### config.mk
export PLATFORM = sky130hd
export DESIGN_NAME = csc_div_cell
export DESIGN_NICKNAME = d
export VERILOG_FILES = /design/src/rtl/csc_pkg.sv /design/src/rtl/csc_div_cell.sv
export SDC_FILE = /design/constraint.sdc
export NUM_CORES = 1
export LEC_CHECK = 0
export BUFFER_PORTS_ARGS = -buffer_cell sky130_fd_sc_hd__buf_4
export CELL_PAD_IN_SITES_DETAIL_PLACEMENT = 1
export CELL_PAD_IN_SITES_GLOBAL_PLACEMENT = 1
export CORE_AREA = 10 10 351 353
export CTS_BUF_LIST = sky130_fd_sc_hd__clkbuf_8
export DETAILED_ROUTE_END_ITERATION = 8
export DIE_AREA = 0 0 361 363
export PLACE_DENSITY_LB_ADDON = 0.1
export SLEW_MARGIN = 20
export SYNTH_ARGS = -nofsm -noshare
export SYNTH_HDL_FRONTEND = slang
export SYNTH_SLANG_ARGS = --single-unit
### constraint.sdc
create_clock -name clk -period 16.22 [get_ports clk]
set_input_delay 1.622 -clock clk [delete_from_list [all_inputs] [get_ports clk]]
set_output_delay 1.622 -clock clk [all_outputs]
set_load 0.1 [all_outputs]
### src/rtl/csc_pkg.sv
// Shared widths, types and codes for the cloth spring constraint unit.
package csc_pkg;
	localparam int CW     = 32;
	localparam int MAG_W  = CW + 1;
	localparam int SQ_W   = 2 * MAG_W;
	localparam int ROOT_W = MAG_W;
	localparam int REM_W  = ROOT_W + 2;
	localparam int QB     = CW + 2;
	localparam int DIV_W  = CW;
	localparam int NUM_W  = SQ_W + 1;
	localparam int SUM_W  = CW + 3;

	typedef enum logic [1:0] {
		OC_NONE = 2'd0,
		OC_CORR = 2'd1,
		OC_SKIP = 2'd2
	} outcome_t;

	typedef struct packed {
		logic signed [CW-1:0] px;
		logic signed [CW-1:0] py;
		logic signed [CW-1:0] nx;
		logic signed [CW-1:0] ny;
		logic [CW-2:0]        rest;
		logic                 neg_x;
		logic                 neg_y;
		logic [MAG_W-1:0]     mag_x;
		logic [MAG_W-1:0]     mag_y;
	} ctx_t;

	typedef struct packed {
		ctx_t              ctx;
		logic [SQ_W-1:0]   rad;
		logic [REM_W-1:0]  rem;
		logic [ROOT_W-1:0] root;
	} sqrt_t;

	typedef struct packed {
		ctx_t             ctx;
		logic             skip;
		logic             stretched;
		logic [CW-1:0]    dv;
		logic             ovf_x;
		logic             ovf_y;
		logic [DIV_W-1:0] rem_x;
		logic [DIV_W-1:0] rem_y;
		logic [QB-1:0]    nl_x;
		logic [QB-1:0]    nl_y;
		logic [QB-1:0]    q_x;
		logic [QB-1:0]    q_y;
	} div_t;
endpackage

### src/rtl/csc_div_cell.sv
// One quotient-bit stage of the pipelined restoring dividers for both axes.
module csc_div_cell (
	input  logic          clk,
	input  logic          arst_n,
	input  logic          in_valid,
	output logic          in_ready,
	input  csc_pkg::div_t in_data,
	output logic          out_valid,
	input  logic          out_ready,
	output csc_pkg::div_t out_data
);
	import csc_pkg::*;

	logic           v_q;
	div_t           d_q;
	div_t           nxt;
	logic [DIV_W:0] rx;
	logic [DIV_W:0] ry;
	logic [DIV_W:0] dz;
	logic           gx;
	logic           gy;

	always_comb begin
		nxt = in_data;
		dz = {1'b0, in_data.dv};
		rx = {in_data.rem_x, in_data.nl_x[QB-1]};
		ry = {in_data.rem_y, in_data.nl_y[QB-1]};
		gx = rx >= dz;
		gy = ry >= dz;
		nxt.rem_x = gx ? DIV_W'(rx - dz) : DIV_W'(rx);
		nxt.rem_y = gy ? DIV_W'(ry - dz) : DIV_W'(ry);
		nxt.nl_x = {in_data.nl_x[QB-2:0], 1'b0};
		nxt.nl_y = {in_data.nl_y[QB-2:0], 1'b0};
		nxt.q_x = {in_data.q_x[QB-2:0], gx};
		nxt.q_y = {in_data.q_y[QB-2:0], gy};
	end

	assign in_ready = !v_q || out_ready;

	always_ff @(posedge clk or negedge arst_n) begin
		if (!arst_n) begin
			v_q <= 1'b0;
		end else if (in_ready) begin
			v_q <= in_valid;
		end
	end

	always_ff @(posedge clk) begin
		if (in_ready && in_valid) begin
			d_q <= nxt;
		end
	end

	assign out_valid = v_q;
	assign out_data = d_q;
endmodule

==> results.tsv <==
metric	value	unit
outcome	finished clean	
net switching power	0.001378	W
Worst-Margin Slew	1089	ps
DP Area	26920	sq um
# resized after CTS	0	
FF-to-FF setup slack	12890	ps
asr flop ratio synth	0.002165	
ranking of synthesized cells by area	edfxtp_1 77%, ha_1 4.4%, mux2_1 1.7%	
worst hold path type	reg2reg	
worst hold path stage count	2	
Hold Fails Final Rpt	0	
GRT Overall Usage	0.1661	
WL per Instance	30.98	um
fin crit share	0.3309	
CP Launch Type	input pin	
vias per inst	3.740	
Leak	11.89	nW
Slowest-stage cell, CP	a2111oi_4	
R2R cell count	4	
Post-CTS Setup Inserts	0	
mapped cell area	18090	sq um
Reg power frac	0.394	
Design Area, Final	28740	sq um
Num Clock Sinks	462	
Synth top area share	0.7650	
clk_skew	33.56	ps
Met1 Routed Length	38.97	mm
first-pass GRT wire length	145.4	mm
Starting Density	0.1561	
reg2reg start	out_valid$_DFFE_PN0N_	
Cell Rows	125	
die height	363	um
max-cap violations	0	
TritonCTS clock tree	built	
Setup WS post-layout	10850	ps
area grow syn2layout	58.84	%
IO buf count	927	
unrepaired setup endpoints after global routing	false	
hpwl dp	96.66	mm
worst hold start	out_valid$_DFFE_PN0N_	
clock latency on the worst-skew pair	750	ps
layout cell share with drive strength beyond 1	0.4991	
Synth Instances	1079	
Die W	361	um
Primary FF master, synth	edfxtp_1	
CP endpoint kind	flip-flop	
VDD IR max	0.00005189	V
Sw Share	0.3777	
DRT Wirelength	114.6	mm
pwr/cell area	127.0	nW/um^2
Detailed Route Iter0 Violations	737	
Fmax	186.3	MHz
commonest non-fill, non-tap cell in the layout	buf_4	
DR WL met2	58.14	mm
Max Root-Sink Buffers	3	
worst-path cell chain	buf_4, inv_1, ha_1, o211ai_1, a21oi_1, o21ai_0, o21ai_1, o21ai_1, or3_1, a21oi_2, a2111oi_4, buf_4, mux2_2	
post-synth top area cell	edfxtp_1	
Power Internal	0.002272	W
Via Count	13840	
H-Tree Depth	3	
Tmin final	5368	ps
GPL Wtd Cong	0.8015	
Core Region	115900	sq um
I/O pin total	932	
fin util	0.2480	
Seq cells post-synth	462	
Hold-fix buffers, CTS	0	
CP arrival	5830	ps
total negative setup slack	0	ps
initial antenna violation count	60	
crit path max fanout	25	
register area share after synthesis	0.7664	
CP Buf/Inv Count	3	
clock root cell	clkbuf_8	
Final setup viols	0	
number of global-route vias before repair	14780	
synthesis warning total	0	
number of synthesized flops with an enable pin	461	
commonest non-fill, non-tap cells in the layout	934 x buf_4, 461 x edfxtp_1, 96 x clkbuf_8	
final routed DRC violation total	0	
CP Class	in2reg	
die area	131000	sq um
combinational power share	0.277	
met3 wire len	15.34	mm
top sig layer	met5	
CTS buffer count	95	
Worst Hold End	out_valid$_DFFE_PN0N_	
Layout Nets	2617	
Final ANT Viol Nets	0	
pre-CTS WS	9904	ps
relative slew slack	0.2739	
worst r2r dst	out_data[272]$_DFFE_PP_	
syn_area_per_cell	16.77	sq um
Worst EP required	16690	ps
Distinct cells, synth	57	
largest net degree at the start of global routing	152	
CTS clock-pin slew for the worst setup and hold paths	60	ps
TritonRoute pass-1 iters	5	
clock share of power	0.329	
Final Power	0.003650	W
CP max stage delay	720	ps
Worst path top cell family by delay	compound AO/OA/AOI/OAI gates	
final count of pins violating max slew	0	
remaining global-route overflow	0	
routing by layer:
metal | up-vias | GRT usage
met5 | - | 0
met3 | 168 | 0.09899
met1 | 6842 | 0.1647
met2 | 583 | 0.2964
met4 | 52 | 0.03538
li1 | 6198 | -
power by group through the flow:
| stage | combinational [W] | sequential [W] | clock [W] |
|---|---|---|---|
| 2_1_floorplan | 0.000172 | 0.00201 | 0 |
| 3_3_place_gp | 0.00103 | 0.00146 | 0 |
| 3_5_place_dp | 0.00103 | 0.00146 | 0 |
| 4_1_cts | 0.00103 | 0.00144 | 0.00127 |
| 5_1_grt | 0.00106 | 0.00144 | 0.00131 |
| 6_report | 0.00101 | 0.00144 | 0.00120 |
through the flow:
stage,hold slack [ps],cells
after global routing,593.7,3681
after detailed placement,555.5,3511
after CTS,539.5,3680
after floorplan,1326,1080
final,579.7,3701
after global placement,537.3,3511
worst max path at each step:
stage | startpoint | end | slack (ps) | cells past startpoint
floorplan | out_ready | out_data[0]$_DFFE_PP_ | 2440 | 2
global placement | in_data[204] | out_data[147]$_DFFE_PP_ | 9880 | 13
detailed placement | in_data[204] | out_data[139]$_DFFE_PP_ | 9900 | 13
CTS | in_data[204] | out_data[138]$_DFFE_PP_ | 10730 | 13
global route | in_data[204] | out_data[160]$_DFFE_PP_ | 10460 | 13
finish | in_data[204] | out_data[139]$_DFFE_PP_ | 10850 | 13
final cells by class:
class	instances	area, sq um
Antenna cell	21	52.55
Timing Repair Buffer	936	7052
Sequential cell	462	13870
Clock inverter	73	447.9
Multi-Input combinational cell	539	3905
Fill cell	12740	87150
Clock buffer	96	1321
Inverter	50	187.7
Tap cell	1524	1907
cells in the mapped netlist (4+ instances only):
master,number
nor2b_1,13
xnor2_1,29
nand3_1,14
o211ai_1,6
o21bai_1,6
nand4_1,13
a21o_1,29
ha_1,64
inv_1,50
a31oi_1,11
o21ai_0,52
xor2_1,29
mux2_2,7
nor3_1,9
clkbuf_1,23
nand2_1,61
nor2_1,29
or3_1,4
mux2_1,27
o21ai_1,4
and3_1,7
a21oi_1,57
o21a_1,5
edfxtp_1,461
nand2b_1,11
tightest hold or removal path: stages, from the launching register on:
cell and delay, ps:
dfrtp_1 360, nand2b_1 100, nand2b_1 90
cell families (layout without fill, tap and decap cells):
group           Yosys count  after routing  synth area share
mux                      36             36           0.02227
other cells               1             23         0.0002072
fa+ha+maj                66             66           0.04647
xor+xnor                 58             58           0.02807
buf+inv                  79           1155           0.01812
compound gates          205            205           0.07261
simple gates            172            172           0.04584
flops                   462            462            0.7664
registers in the layout, indices dropped and copies added, names as in the netlist:
name and count:
out_valid 1, out_data 461
Note: power is estimated with default switching activity, not from simulation.
