`src/rtl/csc_pkg.sv`:
```
// Shared widths, types and codes for the cloth spring constraint unit.
package csc_pkg;
	localparam int CW     = 32;
	localparam int MAG_W  = CW + 1;
	localparam int SQ_W   = 2 * MAG_W;
	localparam int ROOT_W = MAG_W;
	localparam int REM_W  = ROOT_W + 2;
	localparam int QB     = CW + 2;
	localparam int DIV_W  = CW;
	localparam int NUM_W  = SQ_W + 1;
	localparam int SUM_W  = CW + 3;

	typedef enum logic [1:0] {
		OC_NONE = 2'd0,
		OC_CORR = 2'd1,
		OC_SKIP = 2'd2
	} outcome_t;

	typedef struct packed {
		logic signed [CW-1:0] px;
		logic signed [CW-1:0] py;
		logic signed [CW-1:0] nx;
		logic signed [CW-1:0] ny;
		logic [CW-2:0]        rest;
		logic                 neg_x;
		logic                 neg_y;
		logic [MAG_W-1:0]     mag_x;
		logic [MAG_W-1:0]     mag_y;
	} ctx_t;

	typedef struct packed {
		ctx_t              ctx;
		logic [SQ_W-1:0]   rad;
		logic [REM_W-1:0]  rem;
		logic [ROOT_W-1:0] root;
	} sqrt_t;

	typedef struct packed {
		ctx_t             ctx;
		logic             skip;
		logic             stretched;
		logic [CW-1:0]    dv;
		logic             ovf_x;
		logic             ovf_y;
		logic [DIV_W-1:0] rem_x;
		logic [DIV_W-1:0] rem_y;
		logic [QB-1:0]    nl_x;
		logic [QB-1:0]    nl_y;
		logic [QB-1:0]    q_x;
		logic [QB-1:0]    q_y;
	} div_t;
endpackage

```
`src/rtl/csc_sqrt_cell.sv`:
```
// One digit stage of the pipelined integer square root.
module csc_sqrt_cell (
	input  logic           clk,
	input  logic           arst_n,
	input  logic           in_valid,
	output logic           in_ready,
	input  csc_pkg::sqrt_t in_data,
	output logic           out_valid,
	input  logic           out_ready,
	output csc_pkg::sqrt_t out_data
);
	import csc_pkg::*;

	logic              v_q;
	sqrt_t             d_q;
	sqrt_t             nxt;
	logic [REM_W:0]    r2;
	logic [REM_W:0]    t;

	always_comb begin
		nxt = in_data;
		r2 = {in_data.rem[REM_W-2:0], in_data.rad[SQ_W-1:SQ_W-2]};
		t = {1'b0, in_data.root, 2'b01};
		nxt.rad = {in_data.rad[SQ_W-3:0], 2'b00};
		if (r2 >= t) begin
			nxt.rem = REM_W'(r2 - t);
			nxt.root = {in_data.root[ROOT_W-2:0], 1'b1};
		end else begin
			nxt.rem = REM_W'(r2);
			nxt.root = {in_data.root[ROOT_W-2:0], 1'b0};
		end
	end

	assign in_ready = !v_q || out_ready;

	always_ff @(posedge clk or negedge arst_n) begin
		if (!arst_n) begin
			v_q <= 1'b0;
		end else if (in_ready) begin
			v_q <= in_valid;
		end
	end

	always_ff @(posedge clk) begin
		if (in_ready && in_valid) begin
			d_q <= nxt;
		end
	end

	assign out_valid = v_q;
	assign out_data = d_q;
endmodule

```
`config.mk`:
```
export PLATFORM = sky130hd
export DESIGN_NAME = csc_sqrt_cell
export DESIGN_NICKNAME = d
export VERILOG_FILES = /design/src/rtl/csc_pkg.sv /design/src/rtl/csc_sqrt_cell.sv
export SDC_FILE = /design/constraint.sdc
export NUM_CORES = 1
export LEC_CHECK = 0
export ABC_AREA = 0
export BUFFER_PORTS_ARGS = -buffer_cell sky130_fd_sc_hd__buf_2
export CAP_MARGIN = 10
export CORE_AREA = 3 3 281 283
export CTS_CLUSTER_SIZE = 12
export DETAILED_ROUTE_END_ITERATION = 16
export DIE_AREA = 0 0 284 286
export HOLD_SLACK_MARGIN = 0.08
export PLACE_DENSITY_LB_ADDON = 0.25
export SLEW_MARGIN = 20
export SYNTH_ARGS = -nofsm -noshare
export SYNTH_HDL_FRONTEND = slang
export SYNTH_SLANG_ARGS = --single-unit
```
`constraint.sdc`:
```
create_clock -name clk -period 10.79 [get_ports clk]
set_input_delay 1.079 -clock clk [delete_from_list [all_inputs] [get_ports clk]]
set_output_delay 1.079 -clock clk [all_outputs]
set_load 0.02 [all_outputs]
```
==> results of run 1 <==
## worst register-to-register path, stage by stage, from the launching register on
cell	delay (ns)
dfrtp_1	0.41
nand2b_1	0.15
and2_4	0.73
buf_4	0.72
buf_4	0.95
## area by class of cell
| type | count | share of cell area (%) |
|---|---|---|
| antenna | 7 | 0.0885 |
| clock buffer | 52 | 5.82 |
| clock inverter | 27 | 1.82 |
| inverter | 46 | 0.872 |
| multi-input combinational | 319 | 11.7 |
| sequential | 360 | 54.6 |
| tap | 1040 | 6.57 |
| timing repair buffer | 731 | 18.6 |
## routing by layer
| layer | up-vias | wire (um) | track usage (%) |
|---|---|---|---|
| met5 | - | 165 | 0 |
| met1 | 4687 | 19300 | 13.2 |
| li1 | 4375 | - | - |
| met2 | 463 | 29000 | 23.7 |
| met3 | 109 | 6860 | 7.08 |
| met4 | 26 | 1600 | 3.60 |
## through the flow
stage	cell area, sq um	setup slack (ns)	power, W
after floorplan	13400	0.524	0.00201
after global placement	18300	5.91	0.00221
after detailed placement	18300	5.86	0.00221
after CTS	19800	6.50	0.00381
after global routing	19800	6.36	0.00391
final	19800	6.53	0.00374
## state kept, by name, indices dropped and copies added (netlist names)
name	flops
out_valid	1
out_data	359
## power groups by stage
stage | clock (W) | combinational [W] | sequential, W
after floorplan | 0 | 0.000171 | 0.00184
after global placement | 0 | 0.000512 | 0.00170
after detailed placement | 0 | 0.000512 | 0.00170
after CTS | 0.00163 | 0.000515 | 0.00167
after global routing | 0.00168 | 0.000544 | 0.00168
final | 0.00156 | 0.000504 | 0.00167
## how the worst max path moves through the flow
stage          cells after the start           end         from
6_report                          11  out_data[48]  in_data[25]
3_5_place_dp                      11  out_data[42]  in_data[25]
5_1_grt                           11  out_data[41]  in_data[13]
2_1_floorplan                      2   out_data[0]    out_ready
4_1_cts                           11  out_data[42]  in_data[25]
3_3_place_gp                      11  out_data[47]  in_data[25]
## kinds of logic after synthesis
group,share of synthesized area [%]
flip-flops,80.8
XOR/XNOR,2.10
multiplexers,2.35
adder cells (fa/ha/maj),3.27
AND/OR/NAND/NOR,3.70
AO/OA/AOI/OAI,5.74
buffers and inverters,2.04
other,0.0280
## layout by cell type (no fill, tap or decap), types with 2 or more instances in the layout
cell type	netlist	final
buf_2	2	724
edfxtp_1	359	359
a21oi_1	49	49
inv_1	46	46
clkbuf_16	0	45
ha_1	35	35
nor2_1	30	30
nand2_1	30	30
mux2_2	27	27
o21ai_0	23	23
xnor2_1	21	21
xor2_1	11	11
clkinv_1	0	10
nand4_1	8	8
diode_2	0	7
o211ai_1	7	7
bufinv_16	0	7
clkbuf_1	7	7
buf_4	4	7
nor3_1	5	5
a21o_1	5	5
nand3_1	5	5
nand2b_1	5	5
and3_1	4	4
nor2b_1	4	4
o21a_1	4	4
a21boi_0	4	4
clkinv_2	0	4
nor4_1	3	3
a2111oi_0	3	3
or2_2	3	3
a211oi_1	2	2
o31a_1	2	2
o31ai_1	2	2
o41ai_1	2	2
o21bai_1	2	2
a31oi_1	2	2
conb_1	1	2
inv_6	0	2
==> impl_metrics.yaml, run 1 <==
floorplan:
  ios: 728
  row_count: 102
  dieArea_sq_mm: 0.0812
  initial_core_util_pct: 17.4
  die-height_um: 286
  die_w_um: 284
  core-area_sq_mm: 0.0770
worst_setup_path:
  critPathKind: "in -> reg"
  worstPathRequired_ns: 11.13
  timing.rr.end: "out_data[323]"
  crit_family: "compound AO/OA/AOI/OAI gates"
  cpMaxStageDelayCell: "a221oi_4"
  crit_path_max_incr_delay_ns: 0.84
  reg2reg_from: "out_valid"
  start_kind: "input pin"
  cp.arrival_ns: 4.60
  critPathMaxFanout: 27
  cp-end-kind: "flop"
  cp_cell_sequence: "buf_2, inv_1, ha_1, nand4_2, or3_1, nand3b_1, a21oi_1, nor3_2, a221oi_4, buf_4, mux2_2"
  regToRegSetupSlack_ns: 7.38
  path_buf_inv: 3
  r2r_cells: 4
clock_tree:
  worstSkewPairLatency_ns: 0.58
  cts_made_buffers: 45
  cts_setup_buffers: 0
  h-tree-depth: 2
  cts_resized: 0
  hold_buffers: 0
  clkSlewWorstSetupHoldPaths_ns: 0.06
  clock_path_buffers: 3
  cts_tree: "yes"
  cts_root_buf: "clkbuf_16"
  clock_sinks: 360
final_layout:
  drive_above_1_share_pct: 54.1
  utilization_pct: 25.7
  instances_no_fill: 2582
  area_growth_pct: 47.9
  final-seq-area_sq_mm: 0.0108
  finalNetCount: 1903
  multi_input_area_sq_mm: 0.00231
  nFillCells: 8102
power:
  clkPwrFrac_pct: 41.8
  switchingPower_w: 0.000974
  power_density_mw_per_mm2: 189
  p_int_w: 0.00277
  worst_ir_drop_vdd_v: 0.0000976
  swShare_pct: 26.0
  combPwrFrac_pct: 13.5
  power_leakage_nw: 8.20
  seqPwrFrac_pct: 44.7
sta:
  hold_violations: 0
  fin_tns_setup_ns: 0
  finalClockSkew_ns: 0.0162
  timing.final.crit_share_pct: 39.5
  slew_headroom_pct: 30.2
  worst_slew_pin_slew_ns: 1.05
  rsz0062_at_grt: "no"
  min_period_ns: 4.26
  finalSetupViolations: 0
  slew_violations: 0
  hold_ws_ns: 0.279
  fmax_ghz: 0.235
detailed_routing:
  vias: 9660
  drtIter0Drc: 563
  drcViolationCount: 0
  routedWlPerCell_um: 22.0
  routed_via_density: 3.74
  totalWireLength_um: 56900
  dr.pass1.iters: 4
  ant_nets: 0
synthesis:
  synth_edf_count: 359
  syn_area_sq_mm: 0.0134
  ys_ff_latch: 360
  ys_seq_area_share_pct: 80.8
  synthTopCellsByArea: "edfxtp_1 (81%), ha_1 (3.3%), mux2_2 (2.3%)"
  post-synth-top-count-cell: "edfxtp_1"
  synth_warnings: 0
  syn_avg_cell_area_sq_um: 18.1
  synth_flop_cell: "edfxtp_1"
  synth_common_cells: "edfxtp_1 (359), a21oi_1 (49), inv_1 (46)"
  ys_types: 54
  syn_inst: 740
  synth_top_area_share_pct: 80.6
  synth_top_cell_by_area: "edfxtp_1"
  async_reset_ff_share_pct: 0.278
global_route:
  grt_max_degree: 81
  grt_pass1_wl_um: 76200
  grt_usage_pct: 13.2
  grt_antenna_before_repair: 42
  grt_pass1_vias: 9750
  grt.overflow.total: 0
hold_path:
  min_path_type: "in -> async"
placement:
  gp_congestion: 0.885
  io_buffers: 724
  hpwl_um: 45700
  dp.cells: 2496
status:
  status: "completed"
run:
  drv_cap: 0
Power figures use the tool's default switching activity.
==> inputs of run 2 (changes only) <==
Clock period 10.79 ns to 3.6 ns, I/O delays scaled along.
==> run 2 against run 1 <==
  * Register-to-register slack lost 5.7 ns
  * Combinational power grew to 3.8 times the previous value
  * Global-route usage grew 0.73 points
  * Critical path depth grew 1
  * Setup slack lost 6.3 ns
  * Utilization grew 4.6 points
  * Non-clock buffer count grew 358
  * Sequential share of layout area shrank 8.3 points
  * Critical path type unchanged
  * Critical endpoint is now out_data[56]
  * Largest cell class unchanged
  * Largest power group unchanged
==> impl_metrics.yaml, run 2 (same netlist as run 1, synthesis figures left out) <==
global_route:
  grt.overflow.total: 0
  grt_pass1_wl_um: 82900
  grt_antenna_before_repair: 18
  grt_max_degree: 106
  grt_usage_pct: 13.9
  grt_pass1_vias: 11776
detailed_routing:
  drcViolationCount: 0
  totalWireLength_um: 59600
  dr.pass1.iters: 5
  routed_via_density: 3.75
  drtIter0Drc: 578
  vias: 11048
  routedWlPerCell_um: 20.2
  ant_nets: 0
worst_setup_path:
  regToRegSetupSlack_ns: 1.64
  cp-end-kind: "flop"
  timing.rr.end: "out_data[341]"
  critPathMaxFanout: 17
  r2r_cells: 3
  crit_end: "out_data[56]"
  cp_cell_sequence: "dlygate4sd3_1, buf_2, inv_1, ha_1, nand4_2, or3_1, nand3b_1, a21oi_1, nor3_2, a221oi_4, buf_4, mux2_2"
  crit_path_max_incr_delay_ns: 0.54
  setup.worst_path.start: "in_data[25]"
  cp.arrival_ns: 3.67
  critPathKind: "in -> reg"
  reg2reg_from: "out_valid"
  worstPathRequired_ns: 3.91
  start_kind: "input pin"
  cpMaxStageDelayCell: "dlygate4sd3_1"
status:
  status: "completed"
clock_tree:
  cts_root_buf: "clkbuf_16"
  h-tree-depth: 2
  cts_tree: "yes"
  cts_resized: 0
  cts_made_buffers: 44
  worstSkewPairLatency_ns: 0.56
  clock_path_buffers: 3
  clock_sinks: 360
  cts_setup_buffers: 0
  clkSlewWorstSetupHoldPaths_ns: 0.06
hold_path:
  min_path_type: "in -> reg"
power:
  power_leakage_nw: 9.69
  worst_ir_drop_vdd_v: 0.000260
  power_density_mw_per_mm2: 484
  fin_total_pwr_w: 0.0113
floorplan:
  initial_core_util_pct: 17.4
  row_count: 102
  core-area_sq_mm: 0.0770
  dieArea_sq_mm: 0.0812
  die_w_um: 284
  die-height_um: 286
  ios: 728
final_layout:
  largest_register_ffs: 359
  utilization_pct: 30.3
  final_common_cell: "buf_2"
  nFillCells: 7798
  mostFrequentLayoutCells: "buf_2 (724), edfxtp_1 (359), dlygate4sd3_1 (337)"
  drive_above_1_share_pct: 44.9
  multi_input_area_sq_mm: 0.00231
  area_growth_pct: 74.4
  final-seq-area_sq_mm: 0.0108
  finalNetCount: 2260
sta:
  fmax_ghz: 0.298
  fin_tns_setup_ns: 0
  slew_violations: 0
  finalSetupViolations: 0
  rsz0062_at_grt: "no"
  min_period_ns: 3.36
  slew_headroom_pct: 59.8
  finalClockSkew_ns: 0.00842
  timing.final.crit_share_pct: 93.4
  hold_violations: 0
  worst_slew_pin_slew_ns: 0.602
placement:
  io_buffers: 724
  hpwl_um: 46400
  gp_congestion: 0.889
run:
  drv_cap: 0
-- run 2: cell count changes in the layout (fill, tap and decap cells not counted), sizes merged, moves of 3 or more --
cell         delta
buf            +21
bufinv          -3
clkbuf          +3
diode           +4
dlygate4sd3   +337
-- run 2: worst min-delay path by stage --
stage	startpoint	endpoint	slack, ns	cells after the start
4_1_cts	in_data[43]	out_data[45]	0.08	2
3_5_place_dp	arst_n	out_valid	0.14	1
3_3_place_gp	arst_n	out_valid	0.14	1
2_1_floorplan	arst_n	out_valid	0.06	0
5_1_grt	in_data[65]	out_data[67]	0.09	2
6_report	in_data[13]	out_data[14]	0.13	1
-- run 2: final cells by class --
cell class,count,area share (%)
Antenna cell,11,0.118
Clock buffer,55,4.90
Clock inverter,26,1.17
Inverter,46,0.740
Multi-Input combinational cell,319,9.92
Sequential cell,360,46.3
Tap cell,1040,5.58
Timing Repair Buffer,1089,31.3
-- run 2: stage by stage --
stage	setup WS [ns]	cells	hold slack, ns	area, sq um
floorplan	0.0207	741	0.0644	13400
global placement	0.237	2517	0.137	18500
detailed placement	0.214	2517	0.138	18500
CTS	0.276	2935	0.0806	23300
global route	0.0830	2942	0.0948	23300
finish	0.239	2946	0.127	23300
-- run 2: critical path, delay by kind of cell --
family	cells	cell delay (ns)
buffers and inverters	4	1.04
AND/OR/NAND/NOR	4	0.92
AO/OA/AOI/OAI	2	0.52
adder cells (fa/ha/maj)	1	0.43
multiplexers	1	0.38
-- run 2: timing repair --
item	4_1_cts	5_1_grt
hold endpoints to repair	336	0
hold buffers	337	0
endpoints found under the setup margin	0	0
-- run 2: where the power goes --
group	internal (W)	total, W	switching, W
registers	0.00494	0.00501	0.0000680
clock network	0.00256	0.00439	0.00182
logic	0.000817	0.00189	0.00108
total	0.00832	0.0113	0.00297
-- run 2: layer usage --
layer  routed length (um)  track usage (%)  vias up  part of all wire [%]
met1                21400             14.9     5352                    36
met5                   79                0        -                  0.13
met3                 4890             4.80      115                   8.2
met4                 3580             7.74       12                   6.0
li1                     -                -     5097                     -
met2                29600             23.9      472                    50
==> inputs of run 3 (changes only) <==
==> constraint.sdc (replaced) <==
create_clock -name clk -period 4 [get_ports clk]
set_input_delay 0.2 -clock clk [delete_from_list [all_inputs] [get_ports clk]]
set_output_delay 0.2 -clock clk [all_outputs]
set_load 0.02 [all_outputs]
==> run 3 against run 2 <==
  * Largest power group unchanged
  * Count of clock-buffer cells in the layout is 4 higher
  * First-iteration DRC count down 9.5%
  * Cell count up 0.17%
  * Die area unchanged
==> impl_metrics.yaml, run 3 (same netlist as run 1, synthesis figures left out) <==
global_route:
  use_met3_pct: 5.12
  grt_pass1_wl_um: 82900
  grtUsageMet1_pct: 15.1
  grt_pass1_vias: 11643
  grt.overflow.total: 0
  grt_antenna_before_repair: 13
  met2_usage_pct: 24.4
  grt_max_degree: 82
  grt_usage_pct: 13.9
  busiest_layer: "met2"
clock_tree:
  cts_tree: "yes"
  clock_path_buffers: 3
  h-tree-depth: 2
  clkSlewWorstSetupHoldPaths_ns: 0.06
  hold_buffers: 362
  cts_setup_buffers: 0
  worstSkewPairLatency_ns: 0.57
  cts_made_buffers: 44
  cts_root_buf: "clkbuf_16"
  clock_sinks: 360
  cts_resized: 0
sta:
  min_period_ns: 3.28
  slew_headroom_pct: 60.0
  finalClockSkew_ns: 0.0186
  worst_slew_pin_slew_ns: 0.601
  fmax_ghz: 0.305
  timing.final.crit_share_pct: 82.0
  finalSetupViolations: 0
  hold_violations: 0
  rsz0062_at_grt: "no"
  fin_tns_setup_ns: 0
  slew_violations: 0
worst_setup_path:
  cp_cell_sequence: "dlygate4sd3_1, buf_2, inv_1, ha_1, and4_1, and3_1, o211ai_1, nand2_1, a21boi_0, o21ai_0, xor2_1, mux2_2"
  worstPathRequired_ns: 4.31
  cp.arrival_ns: 3.59
  cpMaxStageDelayCell: "dlygate4sd3_1"
  critPathKind: "in -> reg"
  crit_path_max_incr_delay_ns: 0.56
  critPathMaxFanout: 7
  start_kind: "input pin"
  cp-end-kind: "flop"
final_layout:
  mostFrequentLayoutCells: "buf_2 (724), dlygate4sd3_1 (362), edfxtp_1 (359)"
  final_common_cell: "buf_2"
  largest_register_ffs: 359
  area_growth_pct: 74.3
  drive_above_1_share_pct: 43.8
  finalNetCount: 2268
  multi_input_area_sq_mm: 0.00231
  final-seq-area_sq_mm: 0.0108
  instances_no_fill: 2951
  nFillCells: 7786
detailed_routing:
  drtIter0Drc: 523
  vias: 11079
  ant_nets: 0
  drcViolationCount: 0
  totalWireLength_um: 59600
  dr.pass1.iters: 4
  routed_via_density: 3.75
  routedWlPerCell_um: 20.2
floorplan:
  die_w_um: 284
  ios: 728
  die-height_um: 286
  row_count: 102
  dieArea_sq_mm: 0.0812
  initial_core_util_pct: 17.4
  core-area_sq_mm: 0.0770
placement:
  io_buffers: 724
  dp.cells: 2500
  hpwl_um: 45300
  gp_congestion: 0.885
power:
  power_leakage_nw: 9.66
  power_density_mw_per_mm2: 427
  worst_ir_drop_vdd_v: 0.000249
hold_path:
  min_path_type: "in -> reg"
run:
  drv_cap: 0
status:
  status: "completed"
[run 3: cell types whose count changed in the layout (fill, tap and decap cells not counted), sizes merged]
cell         delta
clkinv          +1
inv             -1
dlygate4sd3    +25
bufinv          -4
clkbuf          +4
buf            -17
diode           -3
[run 3: final cells by class]
cell class | instances | area share, %
clock inverters | 22 | 0.692
repair buffers | 1097 | 31.7
well taps | 1040 | 5.58
diodes | 8 | 0.0859
inverters | 46 | 0.741
clock buffers | 59 | 5.01
multi-input cells | 319 | 9.89
flip-flops and latches | 360 | 46.3
[run 3: power breakdown]
group | leakage, nW | internal (W) | switching, W
Sequential | 3.43 | 0.00445 | 0.0000595
Clock | 0.644 | 0.00208 | 0.00167
Combinational | 5.58 | 0.000727 | 0.000965
Total | 9.66 | 0.00725 | 0.00270
[run 3: stage by stage]
| stage | utilization (%) | cell area, sq um | setup slack (ns) | hold WS, ns | power [W] |
|---|---|---|---|---|---|
| 4_1_cts | 30.3 | 23300 | 0.661 | 0.289 | 0.0101 |
| 6_report | 30.3 | 23300 | 0.721 | 0.347 | 0.00995 |
| 5_1_grt | 30.3 | 23300 | 0.490 | 0.302 | 0.0104 |
| 3_3_place_gp | 23.8 | 18300 | 0.595 | -0.0238 | 0.00598 |
| 2_1_floorplan | - | 13400 | 0.318 | -0.0956 | 0.00536 |
| 3_5_place_dp | 23.8 | 18300 | 0.593 | -0.0239 | 0.00598 |
[run 3: worst paths after layout]
| path | start | slack (ns) | depth (start not counted) | endpoint |
|---|---|---|---|---|
| max | in_data[13] | 0.72 | 12 | out_data[61] |
| min | in_data[143] | 0.35 | 2 | out_data[143] |
| max reg2reg | out_valid | 2.04 | 3 | out_data[354] |
| min reg2reg | out_valid | 1.01 | 2 | out_data[272] |
| max in group asynchronous | arst_n | 3.36 | 3 | out_valid |
| min in group asynchronous | arst_n | 0.53 | 3 | out_valid |
[run 3: critical path, delay by kind of cell]
family | cells | cell delay [ns]
muxes | 1 | 0.28
buffers and inverters | 3 | 0.82
xor gates and xnor gates | 1 | 0.18
and+or+nand+nor | 3 | 0.73
adders and majority gates | 1 | 0.40
AOI/OAI and AO/OA | 3 | 0.97
[run 3: layer usage]
metal  part of all wire, %  vias to the layer above  wire [um]
met2                    50                      474      30000
met3                   8.4                       90       5030
met4                   4.2                        8       2530
met1                    37                     5389      21900
met5                 0.082                        -         49
li1                      -                     5118          -
